<file path="config.mk">
export PLATFORM = sky130hd
export DESIGN_NAME = sync_length_frame_parser_unit
export DESIGN_NICKNAME = d
export VERILOG_FILES = /design/src/hdl/slfp_pkg.sv /design/src/hdl/slfp_regs.sv /design/src/hdl/slfp_step.sv /design/src/hdl/slfp_core.sv /design/src/hdl/sync_length_frame_parser_unit.sv
export SDC_FILE = /design/constraint.sdc
export NUM_CORES = 1
export LEC_CHECK = 0
export ABC_CLOCK_PERIOD_IN_PS = 4000
export BUFFER_PORTS_ARGS = -buffer_cell sky130_fd_sc_hd__clkbuf_2
export CORE_MARGIN = 2
export CORE_UTILIZATION = 35
export DETAILED_ROUTE_END_ITERATION = 16
export GPL_ROUTABILITY_DRIVEN = 0
export HOLD_SLACK_MARGIN = 0.05
export PLACE_DENSITY = 0.63
export SLEW_MARGIN = 20
export SYNTH_ARGS = -nofsm -noshare
export SYNTH_HDL_FRONTEND = slang
export SYNTH_SLANG_ARGS = --single-unit
</file>
<file path="constraint.sdc">
create_clock -name clk -period 4 [get_ports clk]
set_input_delay 1.2 -clock clk [delete_from_list [all_inputs] [get_ports clk]]
set_output_delay 1.2 -clock clk [all_outputs]
set_load 0.01 [all_outputs]
</file>
<file path="src/hdl/slfp_pkg.sv">
// slfp_pkg: shared types, constants and helpers of the sync/length frame parser
// no dependencies; imported by every module of the block

package slfp_pkg;

	localparam int MAX_PAYLOAD = 64;

	localparam int BYTE_W  = 8;
	localparam int PHASE_W = 2;
	localparam int IDX_W   = 6;
	localparam int CNT_W   = $clog2(MAX_PAYLOAD + 1);
	localparam int CMP_W   = ((CNT_W > BYTE_W) ? CNT_W : BYTE_W) + 1;

	// apb register map
	localparam int DATA_W  = 32;
	localparam int PADDR_W = 3;
	localparam int REG_IDX_W = PADDR_W - 2;
	localparam logic [REG_IDX_W-1:0] REG_SYNC_VALUE = 1'b0;

	// phase codes as they appear on parse_phase
	localparam logic [PHASE_W-1:0] CODE_SYNC = 2'd0;
	localparam logic [PHASE_W-1:0] CODE_CMD  = 2'd1;
	localparam logic [PHASE_W-1:0] CODE_LEN  = 2'd2;
	localparam logic [PHASE_W-1:0] CODE_DATA = 2'd3;

	typedef enum logic [3:0] {
		PH_SYNC = 4'b0001,
		PH_CMD  = 4'b0010,
		PH_LEN  = 4'b0100,
		PH_DATA = 4'b1000
	} phase_t;

	typedef struct packed {
		phase_t              phase;
		logic [BYTE_W-1:0]   command;
		logic [BYTE_W-1:0]   length;
		logic [CNT_W-1:0]    count;
	} state_t;

	typedef struct packed {
		logic [PHASE_W-1:0]  parse_phase;
		logic                data_valid;
		logic [IDX_W-1:0]    data_index;
		logic [BYTE_W-1:0]   data_byte;
		logic [BYTE_W-1:0]   frame_command;
		logic [BYTE_W-1:0]   frame_length;
		logic                frame_done;
	} result_t;

	function automatic logic [PHASE_W-1:0] phase_code(input phase_t ph);
		logic [PHASE_W-1:0] code;
		case (ph)
			PH_SYNC: code = CODE_SYNC;
			PH_CMD:  code = CODE_CMD;
			PH_LEN:  code = CODE_LEN;
			PH_DATA: code = CODE_DATA;
			default: code = CODE_SYNC;
		endcase
		return code;
	endfunction

endpackage

</file>
<file path="src/hdl/slfp_regs.sv">
// slfp_regs: apb register file holding the sync byte value
// depends on slfp_pkg

module slfp_regs import slfp_pkg::*; (
	input  logic                clk,
	input  logic                arst_n,
	input  logic                psel,
	input  logic                penable,
	input  logic                pwrite,
	input  logic [PADDR_W-1:0]  paddr,
	input  logic [DATA_W-1:0]   pwdata,
	output logic [DATA_W-1:0]   prdata,
	output logic                pready,
	output logic [BYTE_W-1:0]   sync_value
);

	logic [BYTE_W-1:0]    sync_q;
	logic [REG_IDX_W-1:0] reg_idx;
	logic                 wr_en;

	// byte offset bits are ignored, word index selects the register
	assign reg_idx = paddr[PADDR_W-1:2];
	assign pready  = 1'b1;
	assign wr_en   = psel && penable && pwrite && pready && (reg_idx == REG_SYNC_VALUE);

	always_ff @(posedge clk or negedge arst_n) begin
		if (!arst_n) begin
			sync_q <= '0;
		end else if (wr_en) begin
			sync_q <= pwdata[BYTE_W-1:0];
		end
	end

	always_comb begin
		prdata = '0;
		if (reg_idx == REG_SYNC_VALUE) begin
			prdata = DATA_W'(sync_q);
		end
	end

	assign sync_value = sync_q;

endmodule

</file>
<file path="src/hdl/slfp_step.sv">
// slfp_step: next-state and result logic for one received byte
// depends on slfp_pkg

module slfp_step import slfp_pkg::*; (
	input  state_t              cur,
	input  logic [BYTE_W-1:0]   rx_byte,
	input  logic [BYTE_W-1:0]   sync_value,
	output state_t              nxt,
	output result_t             res
);

	logic              store;
	logic              done;
	logic [CNT_W-1:0]  cnt_inc;

	always_comb begin
		store   = (CMP_W'(cur.count) < CMP_W'(cur.length))
		       && (CMP_W'(cur.count) < CMP_W'(MAX_PAYLOAD));
		cnt_inc = cur.count + CNT_W'(store);
		done    = 1'b0;
		nxt     = cur;

		res.data_valid = 1'b0;
		res.data_index = '0;
		res.data_byte  = '0;

		case (cur.phase)
			PH_SYNC: begin
				if (rx_byte == sync_value) begin
					nxt.count = '0;
					nxt.phase = PH_CMD;
				end
			end
			PH_CMD: begin
				nxt.command = rx_byte;
				nxt.phase   = PH_LEN;
			end
			PH_LEN: begin
				nxt.length = rx_byte;
				nxt.phase  = PH_DATA;
			end
			PH_DATA: begin
				if (store) begin
					res.data_valid = 1'b1;
					res.data_index = IDX_W'(cur.count);
					res.data_byte  = rx_byte;
				end
				nxt.count = cnt_inc;
				// zero length falls through here too and just eats the byte
				if ((CMP_W'(cnt_inc) >= CMP_W'(cur.length))
				    || (CMP_W'(cnt_inc) >= CMP_W'(MAX_PAYLOAD))) begin
					done      = 1'b1;
					nxt.count = '0;
					nxt.phase = PH_SYNC;
				end
			end
			default: begin
				nxt.phase = PH_SYNC;
			end
		endcase

		res.parse_phase   = phase_code(nxt.phase);
		res.frame_command = nxt.command;
		res.frame_length  = nxt.length;
		res.frame_done    = done;
	end

endmodule

</file>
<file path="src/hdl/slfp_core.sv">
// slfp_core: input register, parser state and result register
// depends on slfp_pkg and slfp_step

module slfp_core import slfp_pkg::*; (
	input  logic                clk,
	input  logic                arst_n,
	input  logic [BYTE_W-1:0]   sync_value,
	input  logic                in_valid,
	output logic                in_ready,
	input  logic [BYTE_W-1:0]   rx_byte,
	output logic                out_valid,
	input  logic                out_ready,
	output result_t             res
);

	logic               valid_s1;
	logic [BYTE_W-1:0]  byte_s1;
	logic               out_valid_q;
	result_t            res_q;
	state_t             state_q;
	state_t             state_nxt;
	result_t            res_nxt;
	logic               advance;

	slfp_step u_step (
		.cur        (state_q),
		.rx_byte    (byte_s1),
		.sync_value (sync_value),
		.nxt        (state_nxt),
		.res        (res_nxt)
	);

	// byte moves into the result register when that slot is free or being drained
	assign advance  = valid_s1 && (!out_valid_q || out_ready);
	assign in_ready = !valid_s1 || advance;

	always_ff @(posedge clk or negedge arst_n) begin
		if (!arst_n) begin
			valid_s1    <= 1'b0;
			out_valid_q <= 1'b0;
			state_q     <= '{phase: PH_SYNC, command: '0, length: '0, count: '0};
		end else begin
			if (in_valid && in_ready) begin
				valid_s1 <= 1'b1;
			end else if (advance) begin
				valid_s1 <= 1'b0;
			end
			if (advance) begin
				out_valid_q <= 1'b1;
				state_q     <= state_nxt;
			end else if (out_ready) begin
				out_valid_q <= 1'b0;
			end
		end
	end

	always_ff @(posedge clk) begin
		if (in_valid && in_ready) begin
			byte_s1 <= rx_byte;
		end
		if (advance) begin
			res_q <= res_nxt;
		end
	end

	assign out_valid = out_valid_q;
	assign res       = res_q;

endmodule

</file>
<file path="src/hdl/sync_length_frame_parser_unit.sv">
// channel   | direction | handshake            | payload
// ----------+-----------+----------------------+----------------------------------------
// input     | in        | in_valid / in_ready  | rx_byte
// result    | out       | out_valid / out_ready| parse_phase, data_valid, data_index,
//           |           |                      | data_byte, frame_command, frame_length,
//           |           |                      | frame_done
// config    | in        | apb psel/penable     | sync_value at byte address 0
//
// one result per byte; a byte passes through the input register into the result
// register, and a new byte is taken every cycle unless the result side stalls
// the parser state updates as the byte enters the result register
// arst_n clears state, phase goes to sync hunting, sync_value goes to zero
// a stalled result holds the result register; one more byte waits in the input stage
// depends on slfp_pkg, slfp_regs, slfp_core

module sync_length_frame_parser_unit import slfp_pkg::*; (
	input  logic                clk,
	input  logic                arst_n,
	input  logic                psel,
	input  logic                penable,
	input  logic                pwrite,
	input  logic [PADDR_W-1:0]  paddr,
	input  logic [DATA_W-1:0]   pwdata,
	output logic [DATA_W-1:0]   prdata,
	output logic                pready,
	input  logic                in_valid,
	output logic                in_ready,
	input  logic [BYTE_W-1:0]   rx_byte,
	output logic                out_valid,
	input  logic                out_ready,
	output logic [PHASE_W-1:0]  parse_phase,
	output logic                data_valid,
	output logic [IDX_W-1:0]    data_index,
	output logic [BYTE_W-1:0]   data_byte,
	output logic [BYTE_W-1:0]   frame_command,
	output logic [BYTE_W-1:0]   frame_length,
	output logic                frame_done
);

	logic [BYTE_W-1:0] sync_value;
	result_t           res;

	slfp_regs u_regs (
		.clk        (clk),
		.arst_n     (arst_n),
		.psel       (psel),
		.penable    (penable),
		.pwrite     (pwrite),
		.paddr      (paddr),
		.pwdata     (pwdata),
		.prdata     (prdata),
		.pready     (pready),
		.sync_value (sync_value)
	);

	slfp_core u_core (
		.clk        (clk),
		.arst_n     (arst_n),
		.sync_value (sync_value),
		.in_valid   (in_valid),
		.in_ready   (in_ready),
		.rx_byte    (rx_byte),
		.out_valid  (out_valid),
		.out_ready  (out_ready),
		.res        (res)
	);

	assign parse_phase   = res.parse_phase;
	assign data_valid    = res.data_valid;
	assign data_index    = res.data_index;
	assign data_byte     = res.data_byte;
	assign frame_command = res.frame_command;
	assign frame_length  = res.frame_length;
	assign frame_done    = res.frame_done;

endmodule

</file>
==> results of run 1 <==
==> registers in the layout, summed over array words and instances (netlist names) <==
name,flops
u_core.byte_s1,8
u_core.out_valid,1
u_core.res,34
u_core.state_q,27
u_core.valid_s1,1
u_regs.sync_value,8
==> worst min path at each step <==
stage | startpoint | to | slack (ps) | cells after the start
floorplan | u_core.valid_s1 | u_core.out_valid | 460 | 1
global placement | u_core.valid_s1 | u_core.out_valid | 470 | 1
detailed placement | u_core.state_q[15] | u_core.state_q[15] | 490 | 1
CTS | u_core.valid_s1 | u_core.out_valid | 500 | 1
global route | u_core.state_q[20] | u_core.state_q[20] | 520 | 1
finish | u_core.valid_s1 | u_core.out_valid | 500 | 1
==> worst register-to-register path, cell delays in order, from the launching register on <==
cell and delay, ps:
dfrtp_1 450, ha_1 320, a21o_1 150, a21o_1 180
a21o_1 200, a21boi_1 180, ha_1 230, ha_1 180
nand3_1 110, nor2_1 150, xor2_1 230, ha_1 210
a211oi_1 50, or3_1 380, o211ai_1 110, buf_4 170
nor3_4 60, a221o_1 360
==> kinds of logic (layout without fill, tap and decap cells) <==
family	after synthesis	count (layout)	share of synthesized area, %
buffers and inverters	48	103	6.908
AOI/OAI and AO/OA	56	56	9.909
and+or+nand+nor	97	97	13.25
xor gates and xnor gates	14	14	3.064
adders and majority gates	15	15	4.689
muxes	26	26	7.315
other	2	25	0.1876
DFF	79	79	54.67
==> power by group <==
group	total [mW]	internal [mW]	switching (mW)	leakage (nW)
clock network	0.827	0.490	0.337	0.144
logic	0.391	0.147	0.244	1.06
registers	1.00	0.951	0.0512	0.903
==> metrics by stage <==
| step | instance area (um2) | worst slack [ps] | instances | utilization [%] |
|---|---|---|---|---|
| floorplan | 4089 | 72.38 | 360 | - |
| detailed placement | 4424 | 178.3 | 541 | 39.25 |
| finish | 4751 | 187.4 | 558 | 42.15 |
| CTS | 4728 | 146.9 | 557 | 41.95 |
| global placement | 4424 | 189.9 | 541 | 39.25 |
| global route | 4751 | -15.78 | 558 | 42.15 |
==> synth_stat cells, drive strengths merged <==
cell     n  area (um2)
a211o    2       17.52
a211oi   2       15.01
a21boi   2       26.28
a21o     3       22.52
a221o    1       10.01
a22o     5       43.79
a31oi    1       6.260
and2     3       18.77
and3     2       12.51
and4b    1       10.01
buf     27       196.4
clkbuf   9       35.03
conb     2       7.510
dfrtp   36       900.9
dfstp    1       26.28
edfxtp  42        1261
ha      15       187.7
inv     12       45.04
mux2    26       292.8
nand2   40       150.1
nand2b   5       31.28
nand3   18       90.09
nand3b   1       7.510
nand4    1       6.260
nand4b   1       8.760
nor2     7       26.28
nor2b    9       56.30
nor3     2       15.01
nor4     2       18.77
nor4b    3       62.56
o211ai   2       15.01
o21a     2       15.01
o21ai   19       95.09
o21ba    1       10.01
o22ai    1       6.260
o31ai   14       105.1
o41ai    1       8.760
or3      1       6.260
or4b     1       10.01
xnor2    3       26.28
xor2    11       96.34
==> layout make-up <==
class                   count  area (um2)  area share, %
flip-flops and latches     79        2188          46.06
multi-input cells         233        1639          34.50
repair buffers             75       395.4          8.322
clock buffers               9       225.2          4.741
well taps                 143       178.9          3.766
clock inverters             7       78.83          1.659
inverters                  12       45.04         0.9481
==> layer usage <==
layer / vias to the layer above / wire [um] / track usage (%)
li1: 1310 / - / -
met1: 1261 / 3616 / 17.06
met2: 84 / 3692 / 21.55
met3: 13 / 434 / 3.226
met4: 0 / 143 / 4.667
met5: - / 0 / 0
==> timing repair <==
item                                    CTS  global route
endpoints found under the setup margin    0             6
gates resized for setup                   0             2
setup buffers                             0             1
==> impl_metrics.tcl, run 1 <==
set metrics [dict create \
    path_common_cell "ha_1" \
    slew_violations 0 \
    hpwl_mm 5.797 \
    wl_per_cell_um 14.13 \
    cp-start-kind "flop" \
    clkSlewWorstSetupHoldPaths_ps 60 \
    fp.dieH_um 110.9 \
    final_layout_size_suffix_gt1_share_pct 30.12 \
    rrSetupSlack_ps 190 \
    cap_violations 0 \
    tritoncts "built" \
    first_pass_iters 5 \
    synth-seq-area-share_pct 54.67 \
    p_total_mw 2.221 \
    drt_iter0_drc 68 \
    drc 0 \
    cts_root_buf "clkbuf_16" \
    cp_top_family "compound AO/OA/AOI/OAI gates" \
    syn_to_final_growth_pct 18.69 \
    relSlewSlack_pct 28.75 \
    hp-class "flop to flop" \
    die_w_um 110.9 \
    vias 2668 \
    synth_cells 337 \
    clockBufferDepth 2 \
    vias_per_cell 4.781 \
    cts.sinks 79 \
    tightest_slew_ps 1069 \
    fp-row-count 39 \
    endpoint "u_core.state_q[2]" \
    io_pins 119 \
    numCtsBuffers 9 \
    fin_skew_ps 7.944 \
    ys_ff_latch 79 \
    clk-insertion-delay-late_ps 340 \
    critical_path_depth 17 \
    insertedDiodeCount 0 \
    status "complete, no violations" \
    antenna_found_initial 0 \
    r2r_end "u_core.state_q[2]" \
    worstPathArrival_ps 4030 \
    final_cell_mix "clkbuf_2, edfxtp_1, nand2_1" \
    cp_cell_sequence "ha_1, a21o_1, a21o_1, a21o_1, a21boi_1, ha_1, ha_1, nand3_1, nor2_1, xor2_1, ha_1, a211oi_1, or3_1, o211ai_1, buf_4, nor3_4, a221o_1" \
    setup_viol 0 \
    port_buffers 67 \
    total_leakage_power_nw 2.104 \
    postSynthAreaPerCell_um2 11.88 \
    yosys_warnings 0 \
    crit_type "flop to flop" \
    fillers 1063 \
    ir_worst_vdd_mv 0.2007 \
    cp_slowest_cell "dfrtp_1" \
    reg2reg_from "u_core.state_q[1]" \
    grt_use_total_pct 13.17 \
    fin_crit_sh_pct 95.31 \
    start_util_pct 35.51 \
    cp.required_ps 4220 \
    syn_area_um2 4003 \
    clock.fmax_mhz 262.3 \
    critPathMaxFanout 7 \
    cp-end-kind "flop" \
    min_period_ps 3813 \
    rr_worst_depth 17 \
    synth_cell_types 49 \
    layout_commonest_cell "clkbuf_2" \
    startpoint "u_core.state_q[1]" \
    powerDensity_nw_per_um2 467.4 \
    grt_pass1_vias 2655 \
    nets 475 \
    grt-ovfl-total 0 \
    grt_pass1_wl_mm 12.90 \
    holdWs_ps 501.2 \
    coreArea_um2 11270 \
    wl_mm 7.887 \
    ant_nets 0 \
    grt_max_degree 39 \
    dieArea_um2 12310 \
    ctsHoldBuffers 0 \
    crit_buf_inv 1 \
    critical-path-max-stage-delay_ps 450 \
    hold_violations 0 \
    setup_tns_ps 0 \
    h-tree-depth 3 \
]
No activity file was read; power rests on OpenSTA's default activity.
==> run 2, diff against run 1 <==
Settings changed: ABC_CLOCK_PERIOD_IN_PS 4000 to 4400, GPL_ROUTABILITY_DRIVEN 0 to unset, PLACE_DENSITY 0.63 to 0.61.
Clock period 4 ns to 4.4 ns, I/O delays scaled along.
==> impl_metrics.tcl, run 2 (same netlist as run 1, synthesis figures left out) <==
set metrics [dict create \
    status "complete, no violations" \
    clock.fmax_mhz 257.9 \
    setup_viol 0 \
    ctsHoldBuffers 0 \
    layout_commonest_cell "clkbuf_2" \
    first_pass_iters 4 \
    setup_tns_ps 0 \
    cp_top_family "compound AO/OA/AOI/OAI gates" \
    comb_power_share_pct 17.3 \
    start_util_pct 35.51 \
    coreArea_um2 11270 \
    dpl.cell_count 539 \
    p_clk_share_pct 38.6 \
    final_cells 556 \
    postCtsSetupRepairBufs 0 \
    cp_cell_sequence "ha_1, a21o_1, a21o_1, a21o_1, a21boi_0, ha_1, ha_1, nand3_1, nor2_1, xor2_1, ha_1, and4b_1, o21ai_0, o211ai_1, nor3_2, a221o_1" \
    power_frac_seq_pct 44.1 \
    gp_congestion 0.7994 \
    fin_crit_sh_pct 88.13 \
    nets 473 \
    vias 2676 \
    hpwl_mm 5.682 \
    cp-end-kind "flop" \
    worstPathArrival_ps 4100 \
    vias_per_cell 4.813 \
    die_w_um 110.9 \
    pre_cts_slack_ps 493.8 \
    ant_nets 0 \
    cts_resized 0 \
    critPathMaxFanout 7 \
    drt_iter0_drc 121 \
    critical-path-max-stage-delay_ps 450 \
    final_cell_mix "clkbuf_2, edfxtp_1, nand2_1" \
    min_period_ps 3878 \
    grt_use_total_pct 13.22 \
    insertedDiodeCount 0 \
    cp-start-kind "flop" \
    p_total_mw 2.066 \
    swShare_pct 27.29 \
    dieArea_um2 12310 \
    syn_to_final_growth_pct 18.57 \
    tritoncts "built" \
    cap_violations 0 \
    ir_worst_vdd_mv 0.2135 \
    crit_buf_inv 0 \
    clkSlewWorstSetupHoldPaths_ps 60 \
    io_pins 119 \
    cts_root_buf "clkbuf_16" \
    fp-row-count 39 \
    internal_power_mw 1.502 \
    grt-ovfl-total 0 \
    port_buffers 67 \
    grt_pass1_vias 2524 \
    post_dp_cell_area_um2 4409 \
    grt_max_degree 39 \
    grt_pass1_wl_mm 12.83 \
    clk-insertion-delay-late_ps 340 \
    fp.dieH_um 110.9 \
    clockBufferDepth 2 \
    fin_area_um2 4746 \
    antenna_found_initial 0 \
    switching_power_uw 563.9 \
    powerDensity_nw_per_um2 435.4 \
    hold_violations 0 \
    wl_per_cell_um 13.94 \
    numCtsBuffers 9 \
    wl_mm 7.749 \
    h-tree-depth 3 \
    total_leakage_power_nw 2.105 \
    cp.required_ps 4620 \
    largest_register_ffs 34 \
    path_common_cell "ha_1" \
    cp_slowest_cell "dfrtp_1" \
    fin_ws_ps 522.3 \
    tightest_slew_ps 971.4 \
    drc 0 \
    slew_violations 0 \
    fin_skew_ps 7.414 \
    crit_type "flop to flop" \
    final_layout_size_suffix_gt1_share_pct 29.78 \
    cts.sinks 79 \
    hp-class "flop to flop" \
    rsz0062_at_grt "false" \
    relSlewSlack_pct 35.24 \
]
[run 2: cell count changes in the layout (fill, tap and decap cells not counted), sizes merged]
cell	before	now
bufinv	1	2
clkinvlp	2	1
buf	8	5
clkbuf	76	78
inv	14	13
[run 2: path summary, 6_finish.rpt]
| path | start | to | slack, ps | cells past startpoint |
|---|---|---|---|---|
| worst max register to register | u_core.state_q[1] | u_core.state_q[2] | 520 | 16 |
| worst max-delay path | u_core.state_q[1] | u_core.state_q[2] | 520 | 16 |
| max in group asynchronous | arst_n | u_core.state_q[1] | 2660 | 1 |
| worst min register to register | u_core.valid_s1 | u_core.out_valid | 490 | 1 |
| worst min-delay path | u_core.valid_s1 | u_core.out_valid | 490 | 1 |
| min in group asynchronous | arst_n | u_regs.sync_value[5] | 1130 | 1 |
[run 2: per-stage QoR]
stage          util [%]  hold slack (ps)
6_report          42.10            494.8
5_1_grt           42.10            522.7
4_1_cts           41.98            503.7
3_5_place_dp      39.12            489.9
3_3_place_gp      39.12            471.0
2_1_floorplan         -            457.2
[run 2: per-layer routing]
metal  up-vias  part of all wire, %  GRT usage (%)
li1       1312                    -              -
met1      1266                   45          17.71
met2        85                   47          20.53
met3        13                  6.4          3.773
met4         0                  1.6          4.750
met5         -                    0              0
[run 2: power by group through the flow]
stage               Clock, mW  Sequential, mW  Combinational, mW
finish                  0.798           0.911              0.357
global route            0.855           0.919              0.402
CTS                     0.816           0.911              0.358
detailed placement          0           0.925              0.354
global placement            0           0.923              0.342
floorplan                   0           0.927              0.244
[run 2: layout make-up]
type | instances | area [um2]
Tap cell | 143 | 178.9
Clock inverter | 6 | 93.84
Sequential cell | 79 | 2188
Fill cell | 1079 | 6526
Timing Repair Buffer | 73 | 377.9
Clock buffer | 10 | 229.0
Multi-Input combinational cell | 233 | 1633
Inverter | 12 | 45.04
